==> src/rtl/gltc_pkg.sv <==
// Shared types, codes and helper functions of the gate lap timer controller.
`timescale 1ns / 1ps

package gltc_pkg;

    // Command codes carried by an input transaction.
    typedef enum logic [1:0] {
        CMD_TICK = 2'd0,
        CMD_GATE = 2'd1,
        CMD_POLL = 2'd2,
        CMD_LOAD = 2'd3
    } t_cmd;

    // Configuration register indexes.
    typedef enum logic [1:0] {
        CFG_LOCKOUT    = 2'd0,
        CFG_LONG_PRESS = 2'd1,
        CFG_DEBOUNCE   = 2'd2,
        CFG_MIN_RECORD = 2'd3
    } t_cfg_idx;

    // Timer phase, one-hot.
    typedef enum logic [2:0] {
        PH_IDLE = 3'b001,
        PH_RUN  = 3'b010,
        PH_DONE = 3'b100
    } t_phase;

    // Encoded run state on the result port.
    localparam logic [1:0] RUN_IDLE     = 2'd0;
    localparam logic [1:0] RUN_RUNNING  = 2'd1;
    localparam logic [1:0] RUN_FINISHED = 2'd2;

    // Reset values of the configuration registers.
    localparam logic [15:0] LOCKOUT_RST    = 16'd1000;
    localparam logic [15:0] LONG_PRESS_RST = 16'd2000;
    localparam logic [9:0]  DEBOUNCE_RST   = 10'd50;
    localparam logic [31:0] MIN_RECORD_RST = 32'd100000;

    // Storage value that marks an empty best time.
    localparam logic [31:0] EMPTY_STORE = 32'hFFFF_FFFF;

    // Digit limits of the mixed-radix tick representation.
    localparam logic [6:0] UNIT_MAX    = 7'd99;
    localparam logic [9:0] MS_MAX      = 10'd999;
    localparam logic [5:0] SEC_MAX     = 6'd59;
    localparam logic [6:0] MIN_MOD_MAX = 7'd98;
    localparam logic [6:0] HIGH_CAP    = 7'd99;

    // A tick count held as minutes, seconds, milliseconds and 10 us units,
    // plus the minutes modulo 99 for the minute display.
    typedef struct packed {
        logic [9:0] mins;
        logic [6:0] mins_mod;
        logic [5:0] secs;
        logic [9:0] msecs;
        logic [6:0] units;
    } t_digits;

    // Advance a digit set by one tick with carries between the fields.
    function automatic t_digits digits_inc(input t_digits d);
        t_digits r;
        r = d;
        if (d.units != UNIT_MAX) begin
            r.units = d.units + 7'd1;
        end else begin
            r.units = '0;
            if (d.msecs != MS_MAX) begin
                r.msecs = d.msecs + 10'd1;
            end else begin
                r.msecs = '0;
                if (d.secs != SEC_MAX) begin
                    r.secs = d.secs + 6'd1;
                end else begin
                    r.secs     = '0;
                    r.mins     = d.mins + 10'd1;
                    r.mins_mod = (d.mins_mod == MIN_MOD_MAX) ? 7'd0 : d.mins_mod + 7'd1;
                end
            end
        end
        return r;
    endfunction

    // Whole seconds of a digit set, saturated at 99.
    function automatic logic [6:0] fine_high(input t_digits d);
        logic [6:0] sum;
        sum = (d.mins[0] ? 7'd60 : 7'd0) + {1'b0, d.secs};
        if (d.mins > 10'd1 || sum > HIGH_CAP) begin
            return HIGH_CAP;
        end
        return sum;
    endfunction

endpackage

==> src/rtl/gate_lap_timer_controller.sv <==
// Top level of the gate lap timer controller: timing, best time and digit output.
`timescale 1ns / 1ps

// Gate lap timer controller. Each input transaction (10 us tick, gate trigger,
// button poll or best-time load) yields exactly one result transaction with the
// run state, display digits, best time and any save request. An item is taken
// into an input register, then handled by the combinational update stage,
// whose outcome lands in the result register; one item is taken every cycle
// when the result side does not stall. The single update stage sets the rate;
// the display digits are kept as running minute, second, millisecond and 10 us
// counters next to the tick count, so no divider sits in the path. While the
// result register is held, the input register can still take one more
// transaction.
module gate_lap_timer_controller
    import gltc_pkg::*;
(
    input  logic        i_clk,
    input  logic        i_rst_n,
    // Configuration write port.
    input  logic        i_cfg_we,
    input  logic [1:0]  i_cfg_index,
    input  logic [31:0] i_cfg_data,
    // Input channel.
    input  logic        i_in_valid,
    output logic        o_in_stall,
    input  logic [1:0]  i_command,
    input  logic [31:0] i_now_ms,
    input  logic        i_reset_pressed,
    input  logic        i_mode_pressed,
    input  logic [31:0] i_stored_best,
    // Result channel.
    output logic        o_out_valid,
    input  logic        i_out_stall,
    output logic [1:0]  o_run_state,
    output logic        o_fine_mode,
    output logic [6:0]  o_digits_high,
    output logic [9:0]  o_digits_middle,
    output logic [9:0]  o_digits_low,
    output logic [31:0] o_best_ticks_out,
    output logic        o_save_request,
    output logic [31:0] o_save_value
);

    // Configuration registers.
    logic [15:0] r_lockout;
    logic [15:0] r_long_press;
    logic [9:0]  r_debounce;
    logic [31:0] r_min_record;

    // Input register.
    logic        r_in_valid;
    t_cmd        r_in_cmd;
    logic [31:0] r_in_now;
    logic        r_in_rst_btn;
    logic        r_in_mode_btn;
    logic [31:0] r_in_stored;

    // Timer state.
    t_phase      r_phase,         n_phase;
    logic [31:0] r_tick,          n_tick;
    t_digits     r_tick_dig,      n_tick_dig;
    logic [31:0] r_captured,      n_captured;
    t_digits     r_cap_dig,       n_cap_dig;
    logic [31:0] r_last_trig,     n_last_trig;
    logic [31:0] r_best,          n_best;
    logic [31:0] r_last_seen,     n_last_seen;
    logic        r_rec_checked,   n_rec_checked;
    logic [31:0] r_rst_hold,      n_rst_hold;
    logic        r_rst_handled,   n_rst_handled;
    logic        r_mode_was,      n_mode_was;
    logic [31:0] r_mode_hold,     n_mode_hold;
    logic        r_fine,          n_fine;

    // Result register.
    logic        r_out_valid;
    logic [1:0]  r_out_run_state;
    logic        r_out_fine;
    logic [6:0]  r_out_high;
    logic [9:0]  r_out_middle;
    logic [9:0]  r_out_low;
    logic [31:0] r_out_best;
    logic        r_out_save;
    logic [31:0] r_out_save_val;

    // Update stage outcome.
    logic        w_advance;
    logic        w_save;
    logic [31:0] w_save_val;
    logic [1:0]  w_run_state;
    t_digits     w_shown;
    logic [6:0]  w_high;
    logic [9:0]  w_middle;
    logic [9:0]  w_low;

    // The update stage moves when the result register is free or being emptied.
    assign w_advance  = !r_out_valid || !i_out_stall;
    assign o_in_stall = r_in_valid && !w_advance;

    // Configuration writes.
    always_ff @(posedge i_clk) begin
        if (!i_rst_n) begin
            r_lockout    <= LOCKOUT_RST;
            r_long_press <= LONG_PRESS_RST;
            r_debounce   <= DEBOUNCE_RST;
            r_min_record <= MIN_RECORD_RST;
        end else if (i_cfg_we) begin
            case (t_cfg_idx'(i_cfg_index))
                CFG_LOCKOUT:    r_lockout    <= i_cfg_data[15:0];
                CFG_LONG_PRESS: r_long_press <= i_cfg_data[15:0];
                CFG_DEBOUNCE:   r_debounce   <= i_cfg_data[9:0];
                CFG_MIN_RECORD: r_min_record <= i_cfg_data;
                default: ;
            endcase
        end
    end

    // Input register.
    always_ff @(posedge i_clk) begin
        if (!i_rst_n) begin
            r_in_valid <= 1'b0;
        end else if (!o_in_stall) begin
            r_in_valid <= i_in_valid;
        end
        if (i_in_valid && !o_in_stall) begin
            r_in_cmd      <= t_cmd'(i_command);
            r_in_now      <= i_now_ms;
            r_in_rst_btn  <= i_reset_pressed;
            r_in_mode_btn <= i_mode_pressed;
            r_in_stored   <= i_stored_best;
        end
    end

    // Next state of the timer for the transaction in the input register.
    always_comb begin
        logic [31:0] v_hold;
        logic [31:0] v_gap;
        n_phase       = r_phase;
        n_tick        = r_tick;
        n_tick_dig    = r_tick_dig;
        n_captured    = r_captured;
        n_cap_dig     = r_cap_dig;
        n_last_trig   = r_last_trig;
        n_best        = r_best;
        n_last_seen   = r_last_seen;
        n_rec_checked = r_rec_checked;
        n_rst_hold    = r_rst_hold;
        n_rst_handled = r_rst_handled;
        n_mode_was    = r_mode_was;
        n_mode_hold   = r_mode_hold;
        n_fine        = r_fine;
        w_save        = 1'b0;
        w_save_val    = '0;
        v_hold        = r_rst_hold;
        v_gap         = r_in_now - r_last_trig;
        case (r_in_cmd)
            CMD_TICK: begin
                n_tick     = r_tick + 32'd1;
                n_tick_dig = (r_tick == '1) ? '0 : digits_inc(r_tick_dig);
            end
            CMD_GATE: begin
                if (v_gap > {16'd0, r_lockout}) begin
                    n_last_trig = r_in_now;
                    if (r_phase == PH_RUN) begin
                        n_captured = r_tick;
                        n_cap_dig  = r_tick_dig;
                        n_phase    = PH_DONE;
                    end else begin
                        n_tick     = '0;
                        n_tick_dig = '0;
                        n_phase    = PH_RUN;
                    end
                end
            end
            CMD_LOAD: begin
                n_best = (r_in_stored == EMPTY_STORE) ? '0 : r_in_stored;
            end
            CMD_POLL: begin
                // Reset button: long press clears the best time, short press the timer.
                if (r_in_rst_btn) begin
                    if (r_rst_hold == '0) begin
                        v_hold = r_in_now;
                    end
                    v_gap      = r_in_now - v_hold;
                    n_rst_hold = v_hold;
                    if (v_gap > {16'd0, r_long_press} && !r_rst_handled) begin
                        n_best        = '0;
                        w_save        = 1'b1;
                        w_save_val    = '0;
                        n_rst_handled = 1'b1;
                    end
                end else if (r_rst_hold != '0) begin
                    v_gap = r_in_now - r_rst_hold;
                    if (!r_rst_handled && v_gap < {16'd0, r_long_press}) begin
                        n_phase    = PH_IDLE;
                        n_captured = '0;
                        n_cap_dig  = '0;
                        n_tick     = '0;
                        n_tick_dig = '0;
                    end
                    n_rst_hold    = '0;
                    n_rst_handled = 1'b0;
                end
                // Mode button: a long enough press toggles the digit format on release.
                if (r_in_mode_btn && !r_mode_was) begin
                    n_mode_hold = r_in_now;
                end else if (!r_in_mode_btn && r_mode_was) begin
                    if (r_mode_hold != '0 && (r_in_now - r_mode_hold) > {22'd0, r_debounce}) begin
                        n_fine = !r_fine;
                    end
                    n_mode_hold = '0;
                end
                n_mode_was = r_in_mode_btn;
                // Record check, once per new capture of a finished lap.
                if (n_phase == PH_DONE) begin
                    if (n_captured != r_last_seen) begin
                        n_rec_checked = 1'b0;
                        n_last_seen   = n_captured;
                    end
                    if (!n_rec_checked) begin
                        if (n_captured > r_min_record &&
                            (n_best == '0 || n_captured < n_best)) begin
                            n_best     = n_captured;
                            w_save     = 1'b1;
                            w_save_val = n_captured;
                        end
                        n_rec_checked = 1'b1;
                    end
                end
            end
            default: ;
        endcase
    end

    // Display digits of the value shown after the update.
    always_comb begin
        case (n_phase)
            PH_RUN: begin
                w_shown     = n_tick_dig;
                w_run_state = RUN_RUNNING;
            end
            PH_DONE: begin
                w_shown     = n_cap_dig;
                w_run_state = RUN_FINISHED;
            end
            default: begin
                w_shown     = '0;
                w_run_state = RUN_IDLE;
            end
        endcase
        if (n_fine) begin
            w_high   = fine_high(w_shown);
            w_middle = w_shown.msecs;
            w_low    = {3'd0, w_shown.units};
        end else begin
            w_high   = w_shown.mins_mod;
            w_middle = {4'd0, w_shown.secs};
            w_low    = w_shown.msecs;
        end
    end

    // Timer state registers.
    always_ff @(posedge i_clk) begin
        if (!i_rst_n) begin
            r_phase       <= PH_IDLE;
            r_tick        <= '0;
            r_tick_dig    <= '0;
            r_captured    <= '0;
            r_cap_dig     <= '0;
            r_last_trig   <= '0;
            r_best        <= '0;
            r_last_seen   <= '0;
            r_rec_checked <= 1'b0;
            r_rst_hold    <= '0;
            r_rst_handled <= 1'b0;
            r_mode_was    <= 1'b0;
            r_mode_hold   <= '0;
            r_fine        <= 1'b0;
        end else if (r_in_valid && w_advance) begin
            r_phase       <= n_phase;
            r_tick        <= n_tick;
            r_tick_dig    <= n_tick_dig;
            r_captured    <= n_captured;
            r_cap_dig     <= n_cap_dig;
            r_last_trig   <= n_last_trig;
            r_best        <= n_best;
            r_last_seen   <= n_last_seen;
            r_rec_checked <= n_rec_checked;
            r_rst_hold    <= n_rst_hold;
            r_rst_handled <= n_rst_handled;
            r_mode_was    <= n_mode_was;
            r_mode_hold   <= n_mode_hold;
            r_fine        <= n_fine;
        end
    end

    // Result register.
    always_ff @(posedge i_clk) begin
        if (!i_rst_n) begin
            r_out_valid <= 1'b0;
        end else if (w_advance) begin
            r_out_valid <= r_in_valid;
        end
        if (r_in_valid && w_advance) begin
            r_out_run_state <= w_run_state;
            r_out_fine      <= n_fine;
            r_out_high      <= w_high;
            r_out_middle    <= w_middle;
            r_out_low       <= w_low;
            r_out_best      <= n_best;
            r_out_save      <= w_save;
            r_out_save_val  <= w_save_val;
        end
    end

    assign o_out_valid      = r_out_valid;
    assign o_run_state      = r_out_run_state;
    assign o_fine_mode      = r_out_fine;
    assign o_digits_high    = r_out_high;
    assign o_digits_middle  = r_out_middle;
    assign o_digits_low     = r_out_low;
    assign o_best_ticks_out = r_out_best;
    assign o_save_request   = r_out_save;
    assign o_save_value     = r_out_save_val;

endmodule
==> config.mk <==
export PLATFORM = sky130hd
export DESIGN_NAME = gate_lap_timer_controller
export DESIGN_NICKNAME = d
export VERILOG_FILES = /design/src/rtl/gltc_pkg.sv /design/src/rtl/gate_lap_timer_controller.sv
export SDC_FILE = /design/constraint.sdc
export NUM_CORES = 2
export LEC_CHECK = 0
export ABC_AREA = 1
export BUFFER_PORTS_ARGS = -buffer_cell sky130_fd_sc_hd__clkbuf_2
export CAP_MARGIN = 20
export CORE_MARGIN = 4
export CORE_UTILIZATION = 50
export DETAILED_ROUTE_END_ITERATION = 12
export PLACE_DENSITY = 0.67
export SLEW_MARGIN = 20
export SYNTH_ARGS = -nofsm -noshare
export SYNTH_HDL_FRONTEND = slang
export SYNTH_SLANG_ARGS = --single-unit
export TNS_END_PERCENT = 100
==> constraint.sdc <==
create_clock -name i_clk -period 6.85 [get_ports i_clk]
set_input_delay 0.3425 -clock i_clk [delete_from_list [all_inputs] [get_ports i_clk]]
set_output_delay 0.3425 -clock i_clk [all_outputs]
set_load 0.01 [all_outputs]
==> metrics.csv <==
stage;metric;value;unit
run_status;status;complete, no violations;
floorplan;die_y;280;um
layout;layout.nets;6128;
floorplan;die-area;78600;um2
sta;final.min_clock_period;6.47;ns
sta;worst_pin_slew;0.968;ns
floorplan;initial_core_util;0.506;
synthesis;syn_inst;5417;
sta;slew-limit-headroom;0.355;
global_routing;grt_pass1_wl;190000;um
power_and_ir_drop;leakage;0.0199;uW
setup_path;worst-setup-path-type;flip-flop to flip-flop;
synthesis;ys_ff_latch;550;
layout;layout_common_cells;nand2_1 (1167), inv_1 (927), a21oi_1 (544);
setup_path;setup.worst_path.start;r_in_now[11];
setup_path;slowest_delay;0.60;ns
detailed_routing;drt_iter0_markers;3534;
power_and_ir_drop;vdd_ir_drop_max;0.142;mV
clock_tree;clock_sinks;550;
synthesis;synth_area;37100;um2
clock_tree;cts_tree;built;
synthesis;synth_xor_area_frac;0.0241;
synthesis;synth-compound-area-share;0.182;
synthesis;synth.net_count;5791;
setup_path;r2r_slack;0.38;ns
setup_path;start_kind;flip-flop;
worst_hold_path;hold_class;input pin to flip-flop;
detailed_routing;first_pass_iters;6;
clock_tree;root_buffer;clkbuf_16;
setup_path;cp.required;7.21;ns
setup_path;slowest_stage;edfxtp_1;
global_routing;antenna_found_initial;3;
sta;max_freq;0.154;GHz
clock_tree;cts_buffers;68;
sta;final.setup.tns;0;ns
synthesis;async_flop_share;0;
sta;skew;0.0368;ns
synthesis;synth.distinct_cells;65;
setup_path;reg2regPathDepth;39;
setup_path;crit_path_frequent_cell;nand2_1;
power_and_ir_drop;powerDensity;224;nW/um2
flow_run;drv_cap;0;
synthesis;synthAdderAreaFrac;0.0911;
detailed_routing;viasPerCell;5.52;
sta;setup_viol;0;
synthesis;yosysSeqAreaShare;0.341;
floorplan;die-width;280;um
clock_tree;clk_latency;0.63;ns
clock_tree;cts.reportedPaths.clkPinSlew;0.05;ns
layout;fin_util;0.595;
setup_path;r2r_start;r_in_now[11];
setup_path;critPathMaxFanout;15;
detailed_routing;post_drt_wl_per_cell;18.4;um
sta;rsz0062_at_grt;true;
placement;hpwl;94600;um
setup_path;cp-end-kind;flip-flop;
sta;holdWs;0.0227;ns
clock_tree;clk_path_buf_depth;3;
global_routing;grt_overflow;0;
synthesis;ys.flop_type;dfxtp_1;
detailed_routing;drc;0;
layout;drive_gt1_frac;0.114;
placement;pre_cts_ws;-0.107;ns
synthesis;yosys.area_share.simple;0.245;
floorplan;core;73200;um2
global_routing;grt_max_degree;98;
layout;diodes;0;
sta;finalCritPeriodShare;0.945;
detailed_routing;ant_nets;0;
layout;fill_cells;6850;
synthesis;synth_edf_count;163;
placement;place.gp.congestion;0.987;
sta;finalHoldViolCount;0;
floorplan;io_pins;204;
setup_path;r2r-end;o_digits_high[1];
clock_tree;h-tree-depth;3;
synthesis;synth_top_family_by_area;simple AND/OR/NAND/NOR gates;
placement;io_buffers;203;
layout;synthToLayoutAreaGrowth;17.6;%
synthesis;yosys_warnings;0;
global_routing;grtUsageTotal;0.306;
sta;setup_ws;0.376;ns
synthesis;syn_avg_cell_area;6.84;um2
layout;final_common_cell;nand2_1;
sta;final_max_slew_viol_count;0;
global_routing;grt_pass1_vias;33900;
detailed_routing;routed_wl;125000;um
detailed_routing;route.vias.total;37300;
setup_path;crit_arrival;6.84;ns
setup_path;crit_path_end;o_digits_high[1];
synthesis;muxShareOfSynthArea;0;
floorplan;core.rowCount;99;
-- per-stage QoR --
stage          area [um2]  std cells  total power (uW)
3_5_place_dp        39700       6535              5950
4_1_cts             42700       6733              9600
3_3_place_gp        39700       6535              5930
6_report            43600       6766              9760
2_1_floorplan       37100       5417              5230
5_1_grt             43600       6766             10200
-- power breakdown --
group	total [uW]	internal, uW	switching [uW]
registers	3600	3500	96.0
clock network	3620	2150	1480
logic	2540	926	1610
total	9760	6580	3180
-- kinds of logic after synthesis --
| family | Yosys count |
|---|---|
| and+or+nand+nor | 2165 |
| AOI/OAI and AO/OA | 1196 |
| buffers and inverters | 1137 |
| DFF | 550 |
| adders and majority gates | 267 |
| xor gates and xnor gates | 102 |
-- cell type report --
type,count,area (um2),share of cell area
Clock buffer,87,1810,0.0416
Clock inverter,36,389,0.00893
Inverter,949,3570,0.0820
Multi-Input combinational cell,3730,20700,0.475
Sequential cell,550,12600,0.290
Tap cell,959,1200,0.0275
Timing Repair Buffer,455,3260,0.0749
-- critical path, delay by kind of cell (launching register included) --
family          cells  cell delay, ns
fa+ha+maj           3            1.16
compound gates      6            0.93
flops               1            0.60
xor+xnor            2            0.37
simple gates       21            2.27
buf+inv             7            0.87
-- cells in the mapped netlist, types with 4 or more instances --
cell	instances	area, um2
a211oi_1	107	803
a21boi_0	6	45.0
a21o_1	11	82.6
a21oi_1	553	2770
a22o_1	4	35.0
a22oi_1	24	180
a31oi_1	8	50.1
buf_1	6	22.5
buf_2	21	105
buf_6	4	45.0
clkbuf_1	156	586
clkinv_1	4	15.0
dfxtp_1	387	7750
edfxtp_1	163	4890
fa_1	5	100
ha_1	262	3280
inv_1	937	3520
inv_2	8	30.0
nand2_1	1192	4470
nand2_2	4	25.0
nand3_1	257	1290
nand3b_1	4	30.0
nand4_1	98	613
nor2_1	450	1690
nor2_2	18	113
nor3_1	85	425
nor4_1	27	169
o211ai_1	68	510
o21a_1	10	75.1
o21ai_0	323	1620
o21ai_1	15	75.1
o21bai_1	21	158
o22ai_1	23	144
or2_2	10	62.6
xnor2_1	21	184
xor2_1	81	709
-- state kept, by name, summed over array words and instances, names as in the netlist, 2 cells and up --
register and flops:
r_phase 3, r_long_press 16, r_in_cmd 2, r_mode_hold 32, r_captured 32, o_save_value 32
r_cap_dig 40, r_in_now 32, r_debounce 10, r_best 32, o_digits_low 10, r_tick_dig 40
r_last_seen 32, o_digits_high 7, o_run_state 2, r_in_stored 32, r_lockout 16, r_min_record 32
r_tick 32, r_last_trig 32, r_rst_hold 32, o_best_ticks_out 32, o_digits_middle 10
-- routing by layer --
metal  global-route usage  vias up  part of all wire
met4                0.125        0             0.042
met1                0.424    17000              0.44
met5                    0        -                 0
met2                0.481     1473              0.44
li1                     -    18500                 -
met3               0.0482      287             0.082
-- timing repair --
item | CTS | global route
setup endpoints to repair | 56 | 104
hold buffers | 75 | 0
resized for setup | 5 | 141
pin swaps | 0 | 28
endpoints found under the hold margin | 75 | 0
buffers inserted | 0 | 29
cloned | 0 | 2
-- worst min path at each step --
stage | start | endpoint | slack [ns] | depth (start not counted)
2_1_floorplan | r_last_trig[0] | r_last_trig[0] | 0.43 | 2
3_3_place_gp | r_last_trig[24] | r_last_trig[24] | 0.44 | 2
3_5_place_dp | r_last_trig[25] | r_last_trig[25] | 0.45 | 2
4_1_cts | i_cfg_data[17] | r_min_record[17] | 0.0004 | 3
5_1_grt | i_cfg_data[17] | r_min_record[17] | 0.05 | 3
6_report | i_cfg_data[17] | r_min_record[17] | 0.02 | 3
Power figures use the tool's default switching activity.
